==> src/jsu_pkg.sv <==
// Package for the JSON string unescape block.
// Holds the decode mode and result kind types, the result bundle and character codes.
// No dependencies.
`default_nettype none

package jsu_pkg;

    typedef enum logic [2:0] {
        MODE_PLAIN   = 3'd0,
        MODE_ESC     = 3'd1,
        MODE_HEX     = 3'd2,
        MODE_SURR1   = 3'd3,
        MODE_SURR2   = 3'd4,
        MODE_SWALLOW = 3'd5
    } t_mode;

    typedef enum logic [1:0] {
        KIND_DATA = 2'd0,
        KIND_DONE = 2'd1,
        KIND_ERR  = 2'd2
    } t_kind;

    typedef struct packed {
        logic [1:0]      count;
        t_kind           kind;
        logic [2:0][7:0] bytes;
    } t_bundle;

    localparam logic [7:0] CH_QUOTE     = 8'h22;
    localparam logic [7:0] CH_BACKSLASH = 8'h5C;
    localparam logic [7:0] CH_SLASH     = 8'h2F;
    localparam logic [7:0] CH_QMARK     = 8'h3F;
    localparam logic [7:0] CH_LC_B      = 8'h62;
    localparam logic [7:0] CH_LC_F      = 8'h66;
    localparam logic [7:0] CH_LC_N      = 8'h6E;
    localparam logic [7:0] CH_LC_R      = 8'h72;
    localparam logic [7:0] CH_LC_T      = 8'h74;
    localparam logic [7:0] CH_LC_U      = 8'h75;
    localparam logic [7:0] CH_0         = 8'h30;
    localparam logic [7:0] CH_9         = 8'h39;
    localparam logic [7:0] CH_LC_A      = 8'h61;
    localparam logic [7:0] CH_UC_A      = 8'h41;
    localparam logic [7:0] CH_UC_F      = 8'h46;
    localparam logic [7:0] CTL_BS       = 8'h08;
    localparam logic [7:0] CTL_FF       = 8'h0C;
    localparam logic [7:0] CTL_LF       = 8'h0A;
    localparam logic [7:0] CTL_CR       = 8'h0D;
    localparam logic [7:0] CTL_TAB      = 8'h09;

    localparam logic [15:0] CAP_RESET   = 16'd2048;
    localparam logic [1:0]  REG_CAPACITY = 2'd0;

endpackage

`default_nettype wire

==> src/jsu_decode.sv <==
// Decode logic for one source byte of the JSON string unescape block.
// Gives next decoder state and the bundle of up to three results for that byte.
// Depends on jsu_pkg.
`default_nettype none

module jsu_decode #(
    parameter int COUNT_WIDTH = 16
) (
    input  wire jsu_pkg::t_mode          i_mode,
    input  wire logic [15:0]             i_code,
    input  wire logic [2:0]              i_digits,
    input  wire logic [COUNT_WIDTH-1:0]  i_written,
    input  wire logic [COUNT_WIDTH-1:0]  i_source,
    input  wire logic [15:0]             i_capacity,
    input  wire logic                    i_action,
    input  wire logic [7:0]              i_byte,
    output jsu_pkg::t_mode               o_mode,
    output logic [15:0]                  o_code,
    output logic [2:0]                   o_digits,
    output logic [COUNT_WIDTH-1:0]       o_written,
    output logic [COUNT_WIDTH-1:0]       o_source,
    output jsu_pkg::t_bundle             o_bundle,
    output logic [15:0]                  o_out_length,
    output logic [15:0]                  o_consumed
);

    localparam int CMPW = ((COUNT_WIDTH > 16) ? COUNT_WIDTH : 16) + 1;
    localparam logic [COUNT_WIDTH-1:0] COUNT_MAX = {COUNT_WIDTH{1'b1}};

    // {known, is_u, byte}
    function automatic logic [9:0] esc_map(input logic [7:0] e);
        logic [9:0] r;
        r = 10'd0;
        case (e)
            jsu_pkg::CH_QUOTE:     r = {2'b10, jsu_pkg::CH_QUOTE};
            jsu_pkg::CH_BACKSLASH: r = {2'b10, jsu_pkg::CH_BACKSLASH};
            jsu_pkg::CH_SLASH:     r = {2'b10, jsu_pkg::CH_SLASH};
            jsu_pkg::CH_LC_B:      r = {2'b10, jsu_pkg::CTL_BS};
            jsu_pkg::CH_LC_F:      r = {2'b10, jsu_pkg::CTL_FF};
            jsu_pkg::CH_LC_N:      r = {2'b10, jsu_pkg::CTL_LF};
            jsu_pkg::CH_LC_R:      r = {2'b10, jsu_pkg::CTL_CR};
            jsu_pkg::CH_LC_T:      r = {2'b10, jsu_pkg::CTL_TAB};
            jsu_pkg::CH_LC_U:      r = {2'b01, 8'd0};
            default:               r = 10'd0;
        endcase
        return r;
    endfunction

    logic                   no_room;
    logic [COUNT_WIDTH-1:0] src_inc;
    logic [COUNT_WIDTH+1:0] wsum;
    logic                   plain_path;
    logic                   esc_path;
    logic                   err;
    logic                   done;
    logic [1:0]             n_emit;
    logic [2:0][7:0]        bytes;
    logic [9:0]             esc;
    logic [3:0]             hex_d;
    logic                   hex_ok;
    logic [15:0]            cp;
    logic [2:0]             dig;

    assign no_room = (CMPW'(i_written) + CMPW'(4)) >= CMPW'(i_capacity);
    assign src_inc = (i_source == COUNT_MAX) ? COUNT_MAX : i_source + COUNT_WIDTH'(1);

    always_comb begin
        o_mode     = i_mode;
        o_code     = i_code;
        o_digits   = i_digits;
        plain_path = 1'b0;
        esc_path   = 1'b0;
        err        = 1'b0;
        done       = 1'b0;
        n_emit     = 2'd0;
        bytes      = '0;
        esc        = esc_map(i_byte);
        hex_d      = 4'd0;
        hex_ok     = 1'b1;
        cp         = {i_code[11:0], 4'd0};
        dig        = i_digits + 3'd1;

        if (i_byte inside {[jsu_pkg::CH_0:jsu_pkg::CH_9]}) begin
            hex_d = 4'(i_byte - jsu_pkg::CH_0);
        end else if (i_byte inside {[jsu_pkg::CH_LC_A:jsu_pkg::CH_LC_F]}) begin
            hex_d = 4'(i_byte - jsu_pkg::CH_LC_A + 8'd10);
        end else if (i_byte inside {[jsu_pkg::CH_UC_A:jsu_pkg::CH_UC_F]}) begin
            hex_d = 4'(i_byte - jsu_pkg::CH_UC_A + 8'd10);
        end else begin
            hex_ok = 1'b0;
        end
        cp = {i_code[11:0], hex_d};

        case (i_mode)
            jsu_pkg::MODE_ESC: begin
                esc_path = 1'b1;
            end
            jsu_pkg::MODE_HEX: begin
                if (!hex_ok) begin
                    err = 1'b1;
                end else begin
                    o_code   = cp;
                    o_digits = dig;
                    if (dig[2]) begin
                        o_digits = 3'd0;
                        o_mode   = jsu_pkg::MODE_PLAIN;
                        if (cp[15:11] == 5'b11011) begin
                            n_emit   = 2'd1;
                            bytes[0] = jsu_pkg::CH_QMARK;
                            if (!cp[10]) begin
                                o_mode = jsu_pkg::MODE_SURR1;
                            end
                        end else if (cp[15:7] == 9'd0) begin
                            n_emit   = 2'd1;
                            bytes[0] = cp[7:0];
                        end else if (cp[15:11] == 5'd0) begin
                            n_emit   = 2'd2;
                            bytes[0] = {3'b110, cp[10:6]};
                            bytes[1] = {2'b10, cp[5:0]};
                        end else begin
                            n_emit   = 2'd3;
                            bytes[0] = {4'b1110, cp[15:12]};
                            bytes[1] = {2'b10, cp[11:6]};
                            bytes[2] = {2'b10, cp[5:0]};
                        end
                    end
                end
            end
            jsu_pkg::MODE_SURR1: begin
                if (i_byte == jsu_pkg::CH_BACKSLASH) begin
                    o_mode = jsu_pkg::MODE_SURR2;
                end else begin
                    plain_path = 1'b1;
                end
            end
            jsu_pkg::MODE_SURR2: begin
                if (i_byte == jsu_pkg::CH_LC_U) begin
                    o_mode   = jsu_pkg::MODE_SWALLOW;
                    o_digits = 3'd0;
                end else if (no_room) begin
                    err = 1'b1;
                end else begin
                    esc_path = 1'b1;
                end
            end
            jsu_pkg::MODE_SWALLOW: begin
                o_digits = dig;
                if (dig[2]) begin
                    o_digits = 3'd0;
                    o_mode   = jsu_pkg::MODE_PLAIN;
                end
            end
            default: begin
                plain_path = 1'b1;
            end
        endcase

        if (plain_path) begin
            o_mode = jsu_pkg::MODE_PLAIN;
            if (i_byte == jsu_pkg::CH_QUOTE) begin
                done = 1'b1;
            end else if (no_room) begin
                err = 1'b1;
            end else if (i_byte == jsu_pkg::CH_BACKSLASH) begin
                o_mode = jsu_pkg::MODE_ESC;
            end else begin
                n_emit   = 2'd1;
                bytes[0] = i_byte;
            end
        end

        if (esc_path) begin
            o_mode = jsu_pkg::MODE_PLAIN;
            if (esc[9]) begin
                n_emit   = 2'd1;
                bytes[0] = esc[7:0];
            end else if (esc[8]) begin
                o_mode   = jsu_pkg::MODE_HEX;
                o_code   = 16'd0;
                o_digits = 3'd0;
            end else begin
                err = 1'b1;
            end
        end

        if (i_action) begin
            err  = 1'b1;
            done = 1'b0;
        end

        wsum      = {2'b00, i_written} + (COUNT_WIDTH+2)'(n_emit);
        o_written = (wsum > (COUNT_WIDTH+2)'(COUNT_MAX)) ? COUNT_MAX : wsum[COUNT_WIDTH-1:0];
        o_source  = i_action ? i_source : src_inc;

        o_bundle.count = n_emit;
        o_bundle.kind  = jsu_pkg::KIND_DATA;
        o_bundle.bytes = bytes;
        o_out_length   = 16'd0;
        o_consumed     = 16'd0;

        if (err || done) begin
            o_mode         = jsu_pkg::MODE_PLAIN;
            o_code         = 16'd0;
            o_digits       = 3'd0;
            o_written      = '0;
            o_source       = '0;
            o_bundle.count = 2'd1;
            o_bundle.bytes = '0;
            o_bundle.kind  = err ? jsu_pkg::KIND_ERR : jsu_pkg::KIND_DONE;
            if (done) begin
                o_out_length = 16'(i_written);
                o_consumed   = 16'(src_inc);
            end
        end
    end

endmodule

`default_nettype wire

==> src/json_string_unescape.sv <==
// JSON string unescape block: decodes a JSON string body into UTF-8 bytes.
// Depends on jsu_pkg and jsu_decode.
//
// Input stream: one request per source byte, tdata = src_byte, tuser = action
// (high when the source ended with no byte). Start just after the opening quote.
// Output stream: tuser = kind (data, done, error), tdata = out_byte, out_length,
// consumed_count from the lowest bit up, tlast marks the last result of a request.
// Each request gives zero to three results; a done or error result returns the
// decoder to its start state with counts at zero.
// Results of a request are registered and appear in the cycle after it is taken.
// Throughput: one request per cycle while each gives at most one result and the receiver
// is ready; a request giving more results holds the input until its last result leaves,
// as the single output register drains the result bundle one entry per cycle.
// When the receiver stalls the bundle holds and the input is taken again as soon
// as the last pending result leaves.
// Reset (synchronous, active low) clears the decoder and sets out_capacity to 2048.
// Configuration: APB register 0 at address 0 is out_capacity; write only when idle.
`default_nettype none

module json_string_unescape #(
    parameter int COUNT_WIDTH = 16
) (
    input  wire logic        i_clk,
    input  wire logic        i_rst_n,
    input  wire logic        i_s_tvalid,
    output logic             o_s_tready,
    input  wire logic [7:0]  i_s_tdata,   // src_byte
    input  wire logic        i_s_tuser,   // action
    output logic             o_m_tvalid,
    input  wire logic        i_m_tready,
    output logic [39:0]      o_m_tdata,   // out_byte, out_length, consumed_count
    output logic [1:0]       o_m_tuser,   // kind
    output logic             o_m_tlast,
    input  wire logic        psel,
    input  wire logic        penable,
    input  wire logic        pwrite,
    input  wire logic [2:0]  paddr,
    input  wire logic [31:0] pwdata,
    output logic [31:0]      prdata,
    output logic             pready
);

    jsu_pkg::t_mode         r_mode;
    logic [15:0]            r_code;
    logic [2:0]             r_digits;
    logic [COUNT_WIDTH-1:0] r_written;
    logic [COUNT_WIDTH-1:0] r_source;
    logic [15:0]            r_cap;
    logic [1:0]             r_rem;
    logic [1:0]             r_pos;
    jsu_pkg::t_kind         r_kind;
    logic [2:0][7:0]        r_bytes;
    logic [15:0]            r_len;
    logic [15:0]            r_cons;

    jsu_pkg::t_mode         n_mode;
    logic [15:0]            n_code;
    logic [2:0]             n_digits;
    logic [COUNT_WIDTH-1:0] n_written;
    logic [COUNT_WIDTH-1:0] n_source;
    jsu_pkg::t_bundle       n_bundle;
    logic [15:0]            n_len;
    logic [15:0]            n_cons;

    logic in_fire;
    logic out_fire;
    logic cfg_wr;

    jsu_decode #(
        .COUNT_WIDTH(COUNT_WIDTH)
    ) u_decode (
        .i_mode      (r_mode),
        .i_code      (r_code),
        .i_digits    (r_digits),
        .i_written   (r_written),
        .i_source    (r_source),
        .i_capacity  (r_cap),
        .i_action    (i_s_tuser),
        .i_byte      (i_s_tdata),
        .o_mode      (n_mode),
        .o_code      (n_code),
        .o_digits    (n_digits),
        .o_written   (n_written),
        .o_source    (n_source),
        .o_bundle    (n_bundle),
        .o_out_length(n_len),
        .o_consumed  (n_cons)
    );

    assign pready = 1'b1;
    assign cfg_wr = psel && penable && pwrite && (paddr[2] == jsu_pkg::REG_CAPACITY[0]);
    assign prdata = (paddr[2] == jsu_pkg::REG_CAPACITY[0]) ? {16'd0, r_cap} : 32'd0;

    assign o_m_tvalid = (r_rem != 2'd0);
    assign out_fire   = o_m_tvalid && i_m_tready;
    assign o_s_tready = (r_rem == 2'd0) || ((r_rem == 2'd1) && i_m_tready);
    assign in_fire    = i_s_tvalid && o_s_tready;

    assign o_m_tuser = r_kind;
    assign o_m_tlast = (r_rem == 2'd1);
    assign o_m_tdata = {r_cons, r_len, r_bytes[r_pos]};

    always_ff @(posedge i_clk) begin
        if (!i_rst_n) begin
            r_cap <= jsu_pkg::CAP_RESET;
        end else if (cfg_wr) begin
            r_cap <= pwdata[15:0];
        end
    end

    always_ff @(posedge i_clk) begin
        if (!i_rst_n) begin
            r_mode    <= jsu_pkg::MODE_PLAIN;
            r_code    <= 16'd0;
            r_digits  <= 3'd0;
            r_written <= '0;
            r_source  <= '0;
            r_rem     <= 2'd0;
            r_pos     <= 2'd0;
        end else if (in_fire) begin
            r_mode    <= n_mode;
            r_code    <= n_code;
            r_digits  <= n_digits;
            r_written <= n_written;
            r_source  <= n_source;
            r_rem     <= n_bundle.count;
            r_pos     <= 2'd0;
        end else if (out_fire) begin
            r_rem <= r_rem - 2'd1;
            r_pos <= r_pos + 2'd1;
        end
    end

    always_ff @(posedge i_clk) begin
        if (in_fire) begin
            r_kind  <= n_bundle.kind;
            r_bytes <= n_bundle.bytes;
            r_len   <= n_len;
            r_cons  <= n_cons;
        end
    end

endmodule

`default_nettype wire
==> config.mk <==
export PLATFORM = sky130hd
export DESIGN_NAME = json_string_unescape
export DESIGN_NICKNAME = d
export VERILOG_FILES = /design/src/jsu_pkg.sv /design/src/jsu_decode.sv /design/src/json_string_unescape.sv
export SDC_FILE = /design/constraint.sdc
export NUM_CORES = 1
export LEC_CHECK = 0
export BUFFER_PORTS_ARGS = -buffer_cell sky130_fd_sc_hd__buf_2
export CORE_MARGIN = 5
export CORE_UTILIZATION = 55
export CTS_CLUSTER_DIAMETER = 200
export DETAILED_ROUTE_END_ITERATION = 7
export GPL_ROUTABILITY_DRIVEN = 0
export PLACE_DENSITY = 0.88
export SYNTH_ARGS = -nofsm -noshare
export SYNTH_HDL_FRONTEND = slang
export SYNTH_SLANG_ARGS = --single-unit
==> constraint.sdc <==
create_clock -name i_clk -period 5.2 [get_ports i_clk]
set_clock_uncertainty 0.1 [all_clocks]
set_input_delay 0.26 -clock i_clk [delete_from_list [all_inputs] [get_ports i_clk]]
set_output_delay 0.26 -clock i_clk [all_outputs]
set_load 0.03 [all_outputs]
# Word level (Yosys, flattened, before mapping)

Index checks and enable logic that the tools add are counted.

Input port bits: 51
Word-level logic and storage cells: 182
Output and inout bits: 78
Register bits after elaboration: 132

Multiplexer cells: 95
$lt $le $gt $ge: 9
$add $sub $neg: 11
Bitwise logic cells: 5
Equal/unequal tests: 23
Reductions and logical operators: 24

Operator list:

| kind                    | number |
|---|---|
| $mux W16                | 14 |
| $pmux W10 S9            | 1 |
| $mux W8                 | 10 |
| $mux W24                | 3 |
| $eq A8 B7 Y1 const B    | 7 |
| $mux W3                 | 18 |
| $mux W2                 | 17 |
| $mux W28                | 1 |
| $ne A5 B1 Y1 const B    | 5 |
| $mux W1                 | 21 |
| $gt A18 B16 Y1 const B  | 1 |
| $add A16 B2 Y17         | 1 |
| $add A16 B3 Y17 const B | 1 |
| $ge A17 B16 Y1          | 1 |
| $add A16 B1 Y16 const B | 1 |
| $bmux W8 S2             | 1 |
| $eq A16 B16 Y1 const B  | 1 |
| $eq A8 B6 Y1 const B    | 2 |
| $ge A8 B7 Y1 const B    | 2 |
| $le A8 B7 Y1 const B    | 2 |
| $mux W14                | 1 |
| $mux W4                 | 3 |
| $pmux W3 S4             | 1 |
| $sub A4 B1 Y4 const B   | 3 |
| 29 further kinds        | 49 |

# Depth between registers and ports, before layout

Gate-level depths: netlist (run 1).

Word-level depth: 19
Depth in mapped cells: 24
Mapped depth without buffers: 21

# Cells and area by module

From an unflattened synthesis (run 1), not the netlist that was laid out.

Cell total of the unflattened synthesis: 1,019
Area total of the unflattened synthesis: 8,496.9 um2

By module, submodules not included:

| module               | area an instance (um2) | cells each | instances | seq. area each (um2) |
|---|---|---|---|---|
| json_string_unescape | 5,039.8                | 467        | 1         | 3,223.1 |
| jsu_decode           | 3,457.1                | 552        | 1         | 0.0 |

# Worst setup path before layout (run 1)

OpenSTA, ideal clock, no wires.

Path type: reg-to-reg
Start point: register r_written[3]
End point: register r_written[10]
Stages on the path, launching flop included: 20
Path slack: 0.568 ns
Arrival: 4.460 ns
Library setup time: 0.071 ns
Path buffers: 2
Data required time: 5.029 ns
Cells stage by stage: dfxtp_1 > ha_1 > clkbuf_1 > nand4_1 > nor2_1 > nand3_1 > xnor2_1 > ha_1 > a21boi_1 > o31a_1 > a2111oi_2 > and3_1 > clkbuf_1 > inv_1 > nand3_1 > ha_1 > inv_1 > fa_1 > or4_1 > a21oi_1

Longest elaborated chain between the ends: 14

Ends and longest elaborated chain:

| what                                                    | line                        | RTL |
|---|---|---|
| from (decl)                                             | json_string_unescape.sv:46  | `logic [COUNT_WIDTH-1:0] r_written;` |
| from (signal assigned)                                  | json_string_unescape.sv:124 | `r_written <= n_written;` |
| branches (longest 13 deep; another with $gt A18 B16 Y1) | n/a                         |  |
| $mux W16 *                                              | jsu_decode.sv:201           | `if (err \|\| done) begin` |

Mark *: on every way between the ends.
A chain may end at the register's enable or synchronous reset.

# Worst setup path after layout (run 1)

Start point: register r_written[4]
End point: register r_written[7]

Same word-level chain as after synthesis.

==> flow_metrics.env, run 1 <==
export IMPL_critPathArrivalTime_ps=5100
export IMPL_dp_cells=1070
export IMPL_start_kind="flip-flop"
export IMPL_vias=6510
export IMPL_drt_iter0_drc=833
export IMPL_wl_met1_um=7705
export IMPL_drcViolationCount=0
export IMPL_synth_edf_count=56
export IMPL_reg2reg_depth=22
export IMPL_hold_class="in -> reg"
export IMPL_min_to="r_cap[6]"
export IMPL_path_class="reg -> reg"
export IMPL_required_ps=5440
export IMPL_cts_setup_buffers=0
export IMPL_maxSlewViolCount=0
export IMPL_fin_crit_sh=0.9337
export IMPL_pwr_share_seq=0.408
export IMPL_design_area_mm2=0.008552
export IMPL_h_tree_depth=4
export IMPL_synthCells=836
export IMPL_max_freq_ghz=0.2060
export IMPL_p_sw_mw=0.8880
export IMPL_hold_viol=0
export IMPL_r2r_slack_ps=340
export IMPL_ir_worst_vdd_mv=0.1842
export IMPL_cap_viol_max_count=0
export IMPL_n_antenna_cell=0
export IMPL_worstReg2RegEnd="r_written[7]"
export IMPL_synthFlopType="dfxtp_1"
export IMPL_ant_nets=0
export IMPL_r2r_start="r_written[4]"
export IMPL_wl_um=17890
export IMPL_final_common_cell="nand2_1"
export IMPL_power_mw=2.913
export IMPL_clkLatencyLatePin_ps=420
export IMPL_start_util=0.5582
export IMPL_grt_overflow=0
export IMPL_internal_power_mw=2.025
export IMPL_tns_ps=0
export IMPL_num_nets_final=1003
export IMPL_worstHoldPathCells=3
export IMPL_clock_sinks=126
export IMPL_setup_viol=0
export IMPL_most_common_layout_cells="98 x nand2_1, 93 x buf_2, 71 x nor2_1, 70 x dfxtp_1, 66 x a21oi_1"
export IMPL_worstSetupEndpointType="flip-flop"
export IMPL_wl_per_cell_um=16.07
export IMPL_rows=42
export IMPL_portBuffers=93
export IMPL_synth_seq_cells=126
export IMPL_clockBufferDepth=2
export IMPL_nFillCells=1024
export IMPL_wl_met3_um=1342
export IMPL_async_flop_share=0
export IMPL_clk_pin_slew_worst_paths_ps=60
export IMPL_power_density_mw_per_mm2=340.6
export IMPL_cp_max_fo=9
export IMPL_power_switching_share=0.3048
export IMPL_yosysWarnings=0
export IMPL_finish_utilization=0.6484
export IMPL_holdCritStartpoint="pwdata[6]"
export IMPL_pwr_share_clk=0.400
export IMPL_grt_pass1_vias=6046
export IMPL_leakagePower_nw=3.379
export IMPL_area_sequential_mm2=0.003083
export IMPL_cts_tree="yes"
export IMPL_tightest_slew_ps=957.5
export IMPL_die_area_mm2=0.01580
export IMPL_grtUsageTotal=0.2248
export IMPL_avgSynthCellArea_um2=8.808
export IMPL_wl_met2_um=8513
export IMPL_ys_types=81
export IMPL_drive_gt1_frac=0.1782
export IMPL_dpl_cell_area_mm2=0.007840
export IMPL_p_comb_frac=0.192
export IMPL_final_cells=1113
export IMPL_min_period_ps=4855
export IMPL_ys_seq_area_frac=0.4187
export IMPL_dr_pass1_iters=5
export IMPL_multi_input_area_mm2=0.003852
export IMPL_grt_pass1_wl_um=29440
export IMPL_grt_setup_unrepaired="no"
export IMPL_grt_max_degree=65
export IMPL_root_buffer="clkbuf_16"
export IMPL_cts_buffers_inserted=17
export IMPL_die_h_um=125.7
export IMPL_synthToLayoutAreaGrowth_pct=16.14
export IMPL_routed_via_density=5.849
export IMPL_slew_headroom=0.3563
export IMPL_status="finished, final reports clean"
export IMPL_dp_hpwl_um=12270
export IMPL_top_layer_used="met4"
export IMPL_die_width_um=125.7
export IMPL_antenna_found_initial=0
export IMPL_ios=129
export IMPL_syn_area_mm2=0.007363
export IMPL_design_core_area_mm2=0.01319
## synth_stat cells (3+ instances only)
cell type | instances | area share
a21boi_0 | 17 | 0.017
nor3_1 | 7 | 0.0048
o21ai_0 | 49 | 0.033
nor3b_1 | 6 | 0.0061
xnor2_1 | 21 | 0.025
nand4_1 | 11 | 0.0093
ha_1 | 27 | 0.046
o221a_2 | 3 | 0.0046
o21ai_1 | 4 | 0.0027
or3_1 | 5 | 0.0042
a211oi_1 | 7 | 0.0071
a22o_1 | 17 | 0.020
a32oi_1 | 3 | 0.0036
o211ai_1 | 7 | 0.0071
buf_2 | 5 | 0.0034
and3_1 | 17 | 0.014
o31ai_1 | 3 | 0.0031
nor2_1 | 72 | 0.037
nand2b_1 | 6 | 0.0051
xor2_1 | 7 | 0.0083
inv_1 | 40 | 0.020
dfxtp_1 | 70 | 0.19
a21oi_1 | 66 | 0.045
a21o_1 | 6 | 0.0061
and2_1 | 15 | 0.013
nor2b_1 | 14 | 0.012
edfxtp_1 | 56 | 0.23
buf_6 | 4 | 0.0061
clkbuf_1 | 29 | 0.015
nand2_1 | 98 | 0.050
o21bai_1 | 5 | 0.0051
or4_1 | 5 | 0.0051
a22oi_1 | 3 | 0.0031
o21a_1 | 4 | 0.0041
buf_4 | 20 | 0.020
nor4_1 | 3 | 0.0025
mux2i_1 | 11 | 0.015
a31oi_1 | 6 | 0.0051
nand3_1 | 35 | 0.024
## power by group through the flow
stage                     Sequential (mW)  Clock, mW  Combinational [mW]
after floorplan                      1.30          0               0.317
after global placement               1.20          0               0.542
after detailed placement             1.21          0               0.548
after CTS                            1.19       1.18               0.557
after global routing                 1.20       1.23               0.597
final                                1.19       1.17               0.559
## logic make-up (layout without fill, tap and decap cells)
family | Yosys count | in the layout | synth area share
AO/OA/AOI/OAI | 220 | 220 | 0.1941
XOR/XNOR | 28 | 28 | 0.03331
adder cells (fa/ha/maj) | 28 | 28 | 0.04860
buffers and inverters | 101 | 187 | 0.06661
flip-flops | 126 | 126 | 0.4187
multiplexers | 12 | 12 | 0.01648
other | 2 | 17 | 0.001020
AND/OR/NAND/NOR | 319 | 319 | 0.2212
## timing repair
item                                    4_1_cts  5_1_grt
hold buffers                                 11        0
endpoints found under the setup margin        0        5
resized for setup                             0        3
hold endpoints to repair                     11        0
## critical path, stage by stage, from the launching register on
cell	delay [ps]
dfxtp_1	470
and4_2	340
nand4_1	230
nor2_2	220
nand3_1	140
xnor2_1	220
ha_1	280
nand4_1	120
nor2_1	70
o31a_1	250
a2111oi_2	290
buf_4	200
a21o_1	170
nand2b_1	100
nand3_1	100
ha_1	170
inv_1	50
fa_1	490
inv_1	120
nand2_1	190
a21oi_1	200
o21ai_0	100
a21oi_1	150
## metrics by stage
stage,hold slack (ps),worst slack [ps]
after floorplan,298.1,568.3
after global placement,351.9,505.9
after detailed placement,358.0,462.4
after CTS,0.06151,347.1
after global routing,12.60,5.114
final,0.5880,344.9
## final cells by class
type | instances | share of cell area
sequential | 126 | 0.3605
timing repair buffer | 113 | 0.07520
clock buffer | 20 | 0.05721
inverter | 42 | 0.01843
multi-input combinational | 624 | 0.4505
tap | 176 | 0.02575
clock inverter | 12 | 0.01244
## state kept, by name, summed over array words and instances (netlist names)
register,flops
r_written,16
r_bytes,22
r_code,12
r_cap,16
r_len,16
r_pos,2
r_rem,2
r_mode,3
r_cons,16
r_digits,3
r_source,16
o_m_tuser,2
## layer usage
layer,vias up,track usage
met1,3040,0.3007
met3,32,0.04488
li1,3143,-
met4,0,0.07589
met2,295,0.3666
met5,-,0
## worst max-delay path by stage
| stage | from | endpoint | cells past startpoint |
|---|---|---|---|
| after global placement | r_written[4] | r_written[5] | 21 |
| after global routing | r_written[4] | r_written[7] | 22 |
| after detailed placement | r_written[3] | r_written[6] | 21 |
| after floorplan | r_written[3] | r_written[10] | 19 |
| after CTS | r_written[3] | r_written[7] | 22 |
| final | r_written[4] | r_written[7] | 22 |
Power figures use the tool's default switching activity.
==> run 2, diff against run 1 <==
--- a/config.mk
+++ b/config.mk
@@ -12,6 +12,7 @@
 export DETAILED_ROUTE_END_ITERATION = 7
 export GPL_ROUTABILITY_DRIVEN = 0
 export PLACE_DENSITY = 0.88
+export RECOVER_POWER = 25
 export SYNTH_ARGS = -nofsm -noshare
 export SYNTH_HDL_FRONTEND = slang
 export SYNTH_SLANG_ARGS = --single-unit
==> constraint.sdc (replaced) <==
create_clock -name i_clk -period 5.52 [get_ports i_clk]
set_clock_uncertainty 0.1 [all_clocks]
set_input_delay 0.276 -clock i_clk [delete_from_list [all_inputs] [get_ports i_clk]]
set_output_delay 0.276 -clock i_clk [all_outputs]
set_load 0.005 [all_outputs]
==> flow_metrics.env, run 2 (synthesized netlist as in run 1, its figures left out) <==
export IMPL_grtUsageTotal=0.2280
export IMPL_slew_headroom=0.3795
export IMPL_max_stage_delay_ps=490
export IMPL_cp_max_fo=8
export IMPL_grt_pass1_wl_um=29960
export IMPL_top_register="r_bytes"
export IMPL_n_antenna_cell=0
export IMPL_die_h_um=125.7
export IMPL_routed_via_density=5.892
export IMPL_root_buffer="clkbuf_16"
export IMPL_rows=42
export IMPL_synthToLayoutAreaGrowth_pct=13.95
export IMPL_clockBufferDepth=2
export IMPL_start_util=0.5582
export IMPL_clk_pin_slew_worst_paths_ps=60
export IMPL_ant_nets=0
export IMPL_min_period_ps=5030
export IMPL_cts_setup_buffers=0
export IMPL_status="finished, final reports clean"
export IMPL_portBuffers=93
export IMPL_fin_crit_sh=0.9113
export IMPL_wl_um=17770
export IMPL_grt_setup_unrepaired="no"
export IMPL_ios=129
export IMPL_worstSetupEndpointType="flip-flop"
export IMPL_cap_viol_max_count=0
export IMPL_h_tree_depth=4
export IMPL_hold_class="in -> reg"
export IMPL_final_common_cell="nand2_1"
export IMPL_cp_cell_sequence="and4_2, nand4_1, nor2_2, nand3_1, xnor2_1, ha_1, nand4_1, nor2_1, o31a_1, a2111oi_2, buf_4, a21o_1, nand2b_1, nand3_1, ha_1, inv_1, fa_1, nor2_1, nand2_1, o21ai_0, a21oi_1"
export IMPL_setup_viol=0
export IMPL_grt_overflow=0
export IMPL_maxSlewViolCount=0
export IMPL_tns_ps=0
export IMPL_tightest_slew_ps=923.1
export IMPL_die_width_um=125.7
export IMPL_drive_gt1_frac=0.1524
export IMPL_start_kind="flip-flop"
export IMPL_drt_iter0_drc=843
export IMPL_antenna_found_initial=0
export IMPL_required_ps=5680
export IMPL_grt_pass1_vias=6102
export IMPL_cp_slowest_cell="fa_1"
export IMPL_design_core_area_mm2=0.01319
export IMPL_cts_tree="yes"
export IMPL_dp_hpwl_um=12320
export IMPL_ir_worst_vdd_mv=0.1768
export IMPL_max_freq_ghz=0.1988
export IMPL_num_nets_final=991
export IMPL_critPathArrivalTime_ps=5190
export IMPL_hold_viol=0
export IMPL_largest_reg_flops=22
export IMPL_grt_max_degree=36
export IMPL_clkLatencyLatePin_ps=410
export IMPL_die_area_mm2=0.01580
export IMPL_clock_sinks=126
export IMPL_most_common_layout_cells="98 x nand2_1, 71 x nor2_1, 68 x dfxtp_1, 66 x a21oi_1, 66 x buf_2"
export IMPL_drcViolationCount=0
export IMPL_wl_per_cell_um=16.14
export IMPL_dr_pass1_iters=6
export IMPL_power_density_mw_per_mm2=305.6
export IMPL_power_mw=2.564
export IMPL_cts_buffers_inserted=17
export IMPL_vias=6487
export IMPL_path_class="reg -> reg"
export IMPL_leakagePower_nw=3.224
export IMPL_r2r_slack_ps=490
run 2: changes by cell type in the layout (fill, tap and decap cells not counted), sizes merged:
cell / previous run / this run
buf: 102 / 72
dlygate4sd3: 11 / 2
clkbuf: 20 / 44
bufinv: 1 / 2
inv: 44 / 43
clkinv: 6 / 8
clkinvlp: 3 / 4
run 2: final cells by class:
| cell class | count | area (um2) |
|---|---|---|
| inverter | 42 | 157.7 |
| timing repair buffer | 101 | 499.2 |
| clock inverter | 15 | 147.6 |
| multi-input combinational | 624 | 3855 |
| fill | 1067 | 4800 |
| tap | 176 | 220.2 |
| clock buffer | 17 | 425.4 |
| sequential | 126 | 3085 |
run 2: path summary, 6_finish.rpt:
check,cells past startpoint,from,to
worst max-delay path,21,r_written[5],r_written[6]
worst max register to register,21,r_written[5],r_written[6]
worst min-delay path,3,pwdata[1],r_cap[1]
worst min register to register,2,r_cap[3],r_cap[3]
run 2: timing repair:
action / in CTS / in global routing
hold buffers: 2 / 0
endpoints found under the hold margin: 2 / 0
resized for setup: 0 / 6
endpoints found under the setup margin: 0 / 11
run 2: power by group:
group / internal [mW] / switching (mW)
registers: 1.08 / 0.0369
clock network: 0.661 / 0.420
logic: 0.127 / 0.236
total: 1.87 / 0.693
run 2: per-layer routing:
layer  track usage  wire (um)  up-vias
li1              -          -     3112
met1        0.3130       7617     2976
met2        0.3593       8120      346
met3       0.04318       1566       53
met4       0.08610        463        0
met5             0          0        -
run 2: worst max-delay path: cells and delay by family (launching register included):
| kind | cells | cell delay (ps) |
|---|---|---|
| DFF | 1 | 450 |
| adders and majority gates | 3 | 950 |
| AOI/OAI and AO/OA | 5 | 1000 |
| buffers and inverters | 2 | 270 |
| and+or+nand+nor | 10 | 1900 |
| xor gates and xnor gates | 1 | 220 |
run 2: per-stage QoR:
stage	setup slack [ps]	area, um2	cells	util	hold WS [ps]
CTS	443.9	8411	1101	0.6376	1.857
detailed placement	574.4	7818	1067	0.5927	359.1
finish	489.7	8391	1101	0.6361	7.850
global route	2.110	8391	1101	0.6361	21.18
global placement	655.5	7818	1067	0.5927	352.3
floorplan	888.3	7420	851	-	314.1
==> run 3, diff against run 2 <==
--- a/config.mk
+++ b/config.mk
@@ -7,11 +7,11 @@
 export LEC_CHECK = 0
 export BUFFER_PORTS_ARGS = -buffer_cell sky130_fd_sc_hd__buf_2
 export CORE_MARGIN = 5
-export CORE_UTILIZATION = 55
+export CORE_UTILIZATION = 41
 export CTS_CLUSTER_DIAMETER = 200
 export DETAILED_ROUTE_END_ITERATION = 7
 export GPL_ROUTABILITY_DRIVEN = 0
-export PLACE_DENSITY = 0.88
+export PLACE_DENSITY = 0.71
 export RECOVER_POWER = 25
 export SYNTH_ARGS = -nofsm -noshare
 export SYNTH_HDL_FRONTEND = slang
==> flow_metrics.env, run 3 (synthesized netlist as in run 1, its figures left out) <==
export IMPL_status="finished, final reports clean"
export IMPL_slew_headroom=0.3501
export IMPL_cts_repair_resized=0
export IMPL_setup_viol=0
export IMPL_hold_viol=0
export IMPL_synthToLayoutAreaGrowth_pct=15.60
export IMPL_die_width_um=144.0
export IMPL_dp_hpwl_um=12890
export IMPL_root_buffer="clkbuf_16"
export IMPL_start_util=0.4127
export IMPL_grt_max_degree=38
export IMPL_maxSlewViolCount=0
export IMPL_crit_buf_inv=2
export IMPL_clk_pin_slew_worst_paths_ps=60
export IMPL_dp_cells=1125
export IMPL_clock_sinks=126
export IMPL_dr_pass1_iters=5
export IMPL_top_register="r_bytes"
export IMPL_tns_ps=0
export IMPL_leakagePower_nw=3.265
export IMPL_cp_cell_sequence="and4_1, nand4_1, nor2_1, nand3_1, xnor2_1, ha_1, nand4_1, nor2_1, o31a_1, a2111oi_2, buf_4, a21o_1, nand2b_1, nand3_1, ha_1, inv_1, fa_1, nor2_1, nand2_1, o21ai_0, a21oi_1"
export IMPL_nFillCells=1730
export IMPL_cp_slowest_cell="fa_1"
export IMPL_max_stage_delay_ps=500
export IMPL_h_tree_depth=4
export IMPL_required_ps=5690
export IMPL_grt_overflow=0
export IMPL_worstHoldPathCells=3
export IMPL_hold_class="in -> reg"
export IMPL_drcViolationCount=0
export IMPL_power_mw=2.558
export IMPL_reg2reg_depth=21
export IMPL_rows=49
export IMPL_grt_pass1_vias=6003
export IMPL_path_class="reg -> reg"
export IMPL_ir_worst_vdd_mv=0.2441
export IMPL_cap_viol_max_count=0
export IMPL_cts_buffers_inserted=17
export IMPL_wl_per_cell_um=15.55
export IMPL_fin_crit_sh=0.9085
export IMPL_wl_um=18060
export IMPL_start_kind="flip-flop"
export IMPL_ant_nets=0
export IMPL_clockBufferDepth=2
export IMPL_antenna_found_initial=0
export IMPL_routed_via_density=5.440
export IMPL_grt_pass1_wl_um=29240
export IMPL_die_area_mm2=0.02074
export IMPL_cp_max_fo=9
export IMPL_portBuffers=93
export IMPL_vias=6321
export IMPL_critPathArrivalTime_ps=5190
export IMPL_crit_top_cell="nor2_1"
export IMPL_layout_setup_ws_ps=505.1
export IMPL_die_h_um=144.0
export IMPL_most_common_layout_cells="98 x nand2_1, 72 x nor2_1, 70 x dfxtp_1, 66 x a21oi_1, 61 x buf_2"
export IMPL_n_antenna_cell=0
export IMPL_cts_tree="yes"
export IMPL_critical_path_top_delay_family="simple AND/OR/NAND/NOR gates"
export IMPL_grt_setup_unrepaired="no"
export IMPL_drive_gt1_frac=0.1479
export IMPL_pre_cts_slack_ps=626.7
export IMPL_tightest_slew_ps=966.8
export IMPL_final_cells=1162
export IMPL_clkLatencyLatePin_ps=420
export IMPL_min_period_ps=5015
export IMPL_ios=129
export IMPL_worstSetupEndpointType="flip-flop"
export IMPL_grtUsageTotal=0.1767
export IMPL_design_core_area_mm2=0.01784
export IMPL_num_nets_final=999
export IMPL_max_freq_ghz=0.1994
export IMPL_largest_reg_flops=22
export IMPL_power_density_mw_per_mm2=300.6
export IMPL_drt_iter0_drc=512
export IMPL_path_depth=21
export IMPL_finish_utilization=0.4771
export IMPL_final_common_cell="nand2_1"
## run 3: cell types whose count changed in the layout (fill, tap and decap cells not counted), moves of 3 or more
cell,delta
buf_2,-5
clkbuf_1,+3
buf_4,+5
dlygate4sd3_1,+3
inv_4,+3
## run 3: power breakdown
group,switching [mW],leakage (nW),internal [mW]
Sequential,0.0342,1.11,1.08
Clock,0.419,0.279,0.658
Combinational,0.235,1.87,0.129
Total,0.688,3.26,1.87
## run 3: timing repair
item / in CTS / in global routing
buffers inserted: 0 / 0
hold buffers: 5 / 0
endpoints found under the hold margin: 5 / 0
## run 3: stage by stage
step | instance area, um2 | hold WS, ps
floorplan | 7420 | 314.1
global placement | 7921 | 352.4
detailed placement | 7921 | 357.4
CTS | 8547 | 0.8649
global route | 8512 | 7.149
finish | 8512 | 8.163
## run 3: path summary, 6_finish.rpt
| kind | from | end | slack, ps |
|---|---|---|---|
| hold / removal | pwdata[15] | r_cap[15] | 8 |
| setup / recovery | r_written[4] | r_written[6] | 510 |
| hold reg to reg | r_cap[13] | r_cap[13] | 360 |
| setup reg to reg | r_written[4] | r_written[6] | 510 |
## run 3: final cells by class
| class | count | area, um2 | share of cell area |
|---|---|---|---|
| Multi-Input combinational cell | 624 | 3846 | 0.4519 |
| Sequential cell | 126 | 3083 | 0.3622 |
| Timing Repair Buffer | 109 | 563.0 | 0.06615 |
| Clock buffer | 20 | 467.9 | 0.05498 |
| Tap cell | 229 | 286.5 | 0.03366 |
| Inverter | 42 | 157.7 | 0.01852 |
| Clock inverter | 12 | 107.6 | 0.01264 |
## run 3: layer usage
layer / track usage / wire [um] / part of all wire / vias up
met5: 0 / 0 / 0 / -
met4: 0.06789 / 407 / 0.023 / 0
met3: 0.03902 / 1047 / 0.058 / 33
met2: 0.2932 / 8660 / 0.48 / 191
met1: 0.2256 / 7948 / 0.44 / 2970
li1: - / - / - / 3127
## run 3: worst register-to-register path: stages (launching register included)
cell and delay, ps:
dfxtp_1 480, and4_1 380, nand4_1 210, nor2_1 250, nand3_1 160, xnor2_1 250
ha_1 290, nand4_1 120, nor2_1 60, o31a_1 250, a2111oi_2 290, buf_4 220
a21o_1 210, nand2b_1 100, nand3_1 90, ha_1 170, inv_1 50, fa_1 500
nor2_1 320, nand2_1 130, o21ai_0 160, a21oi_1 80
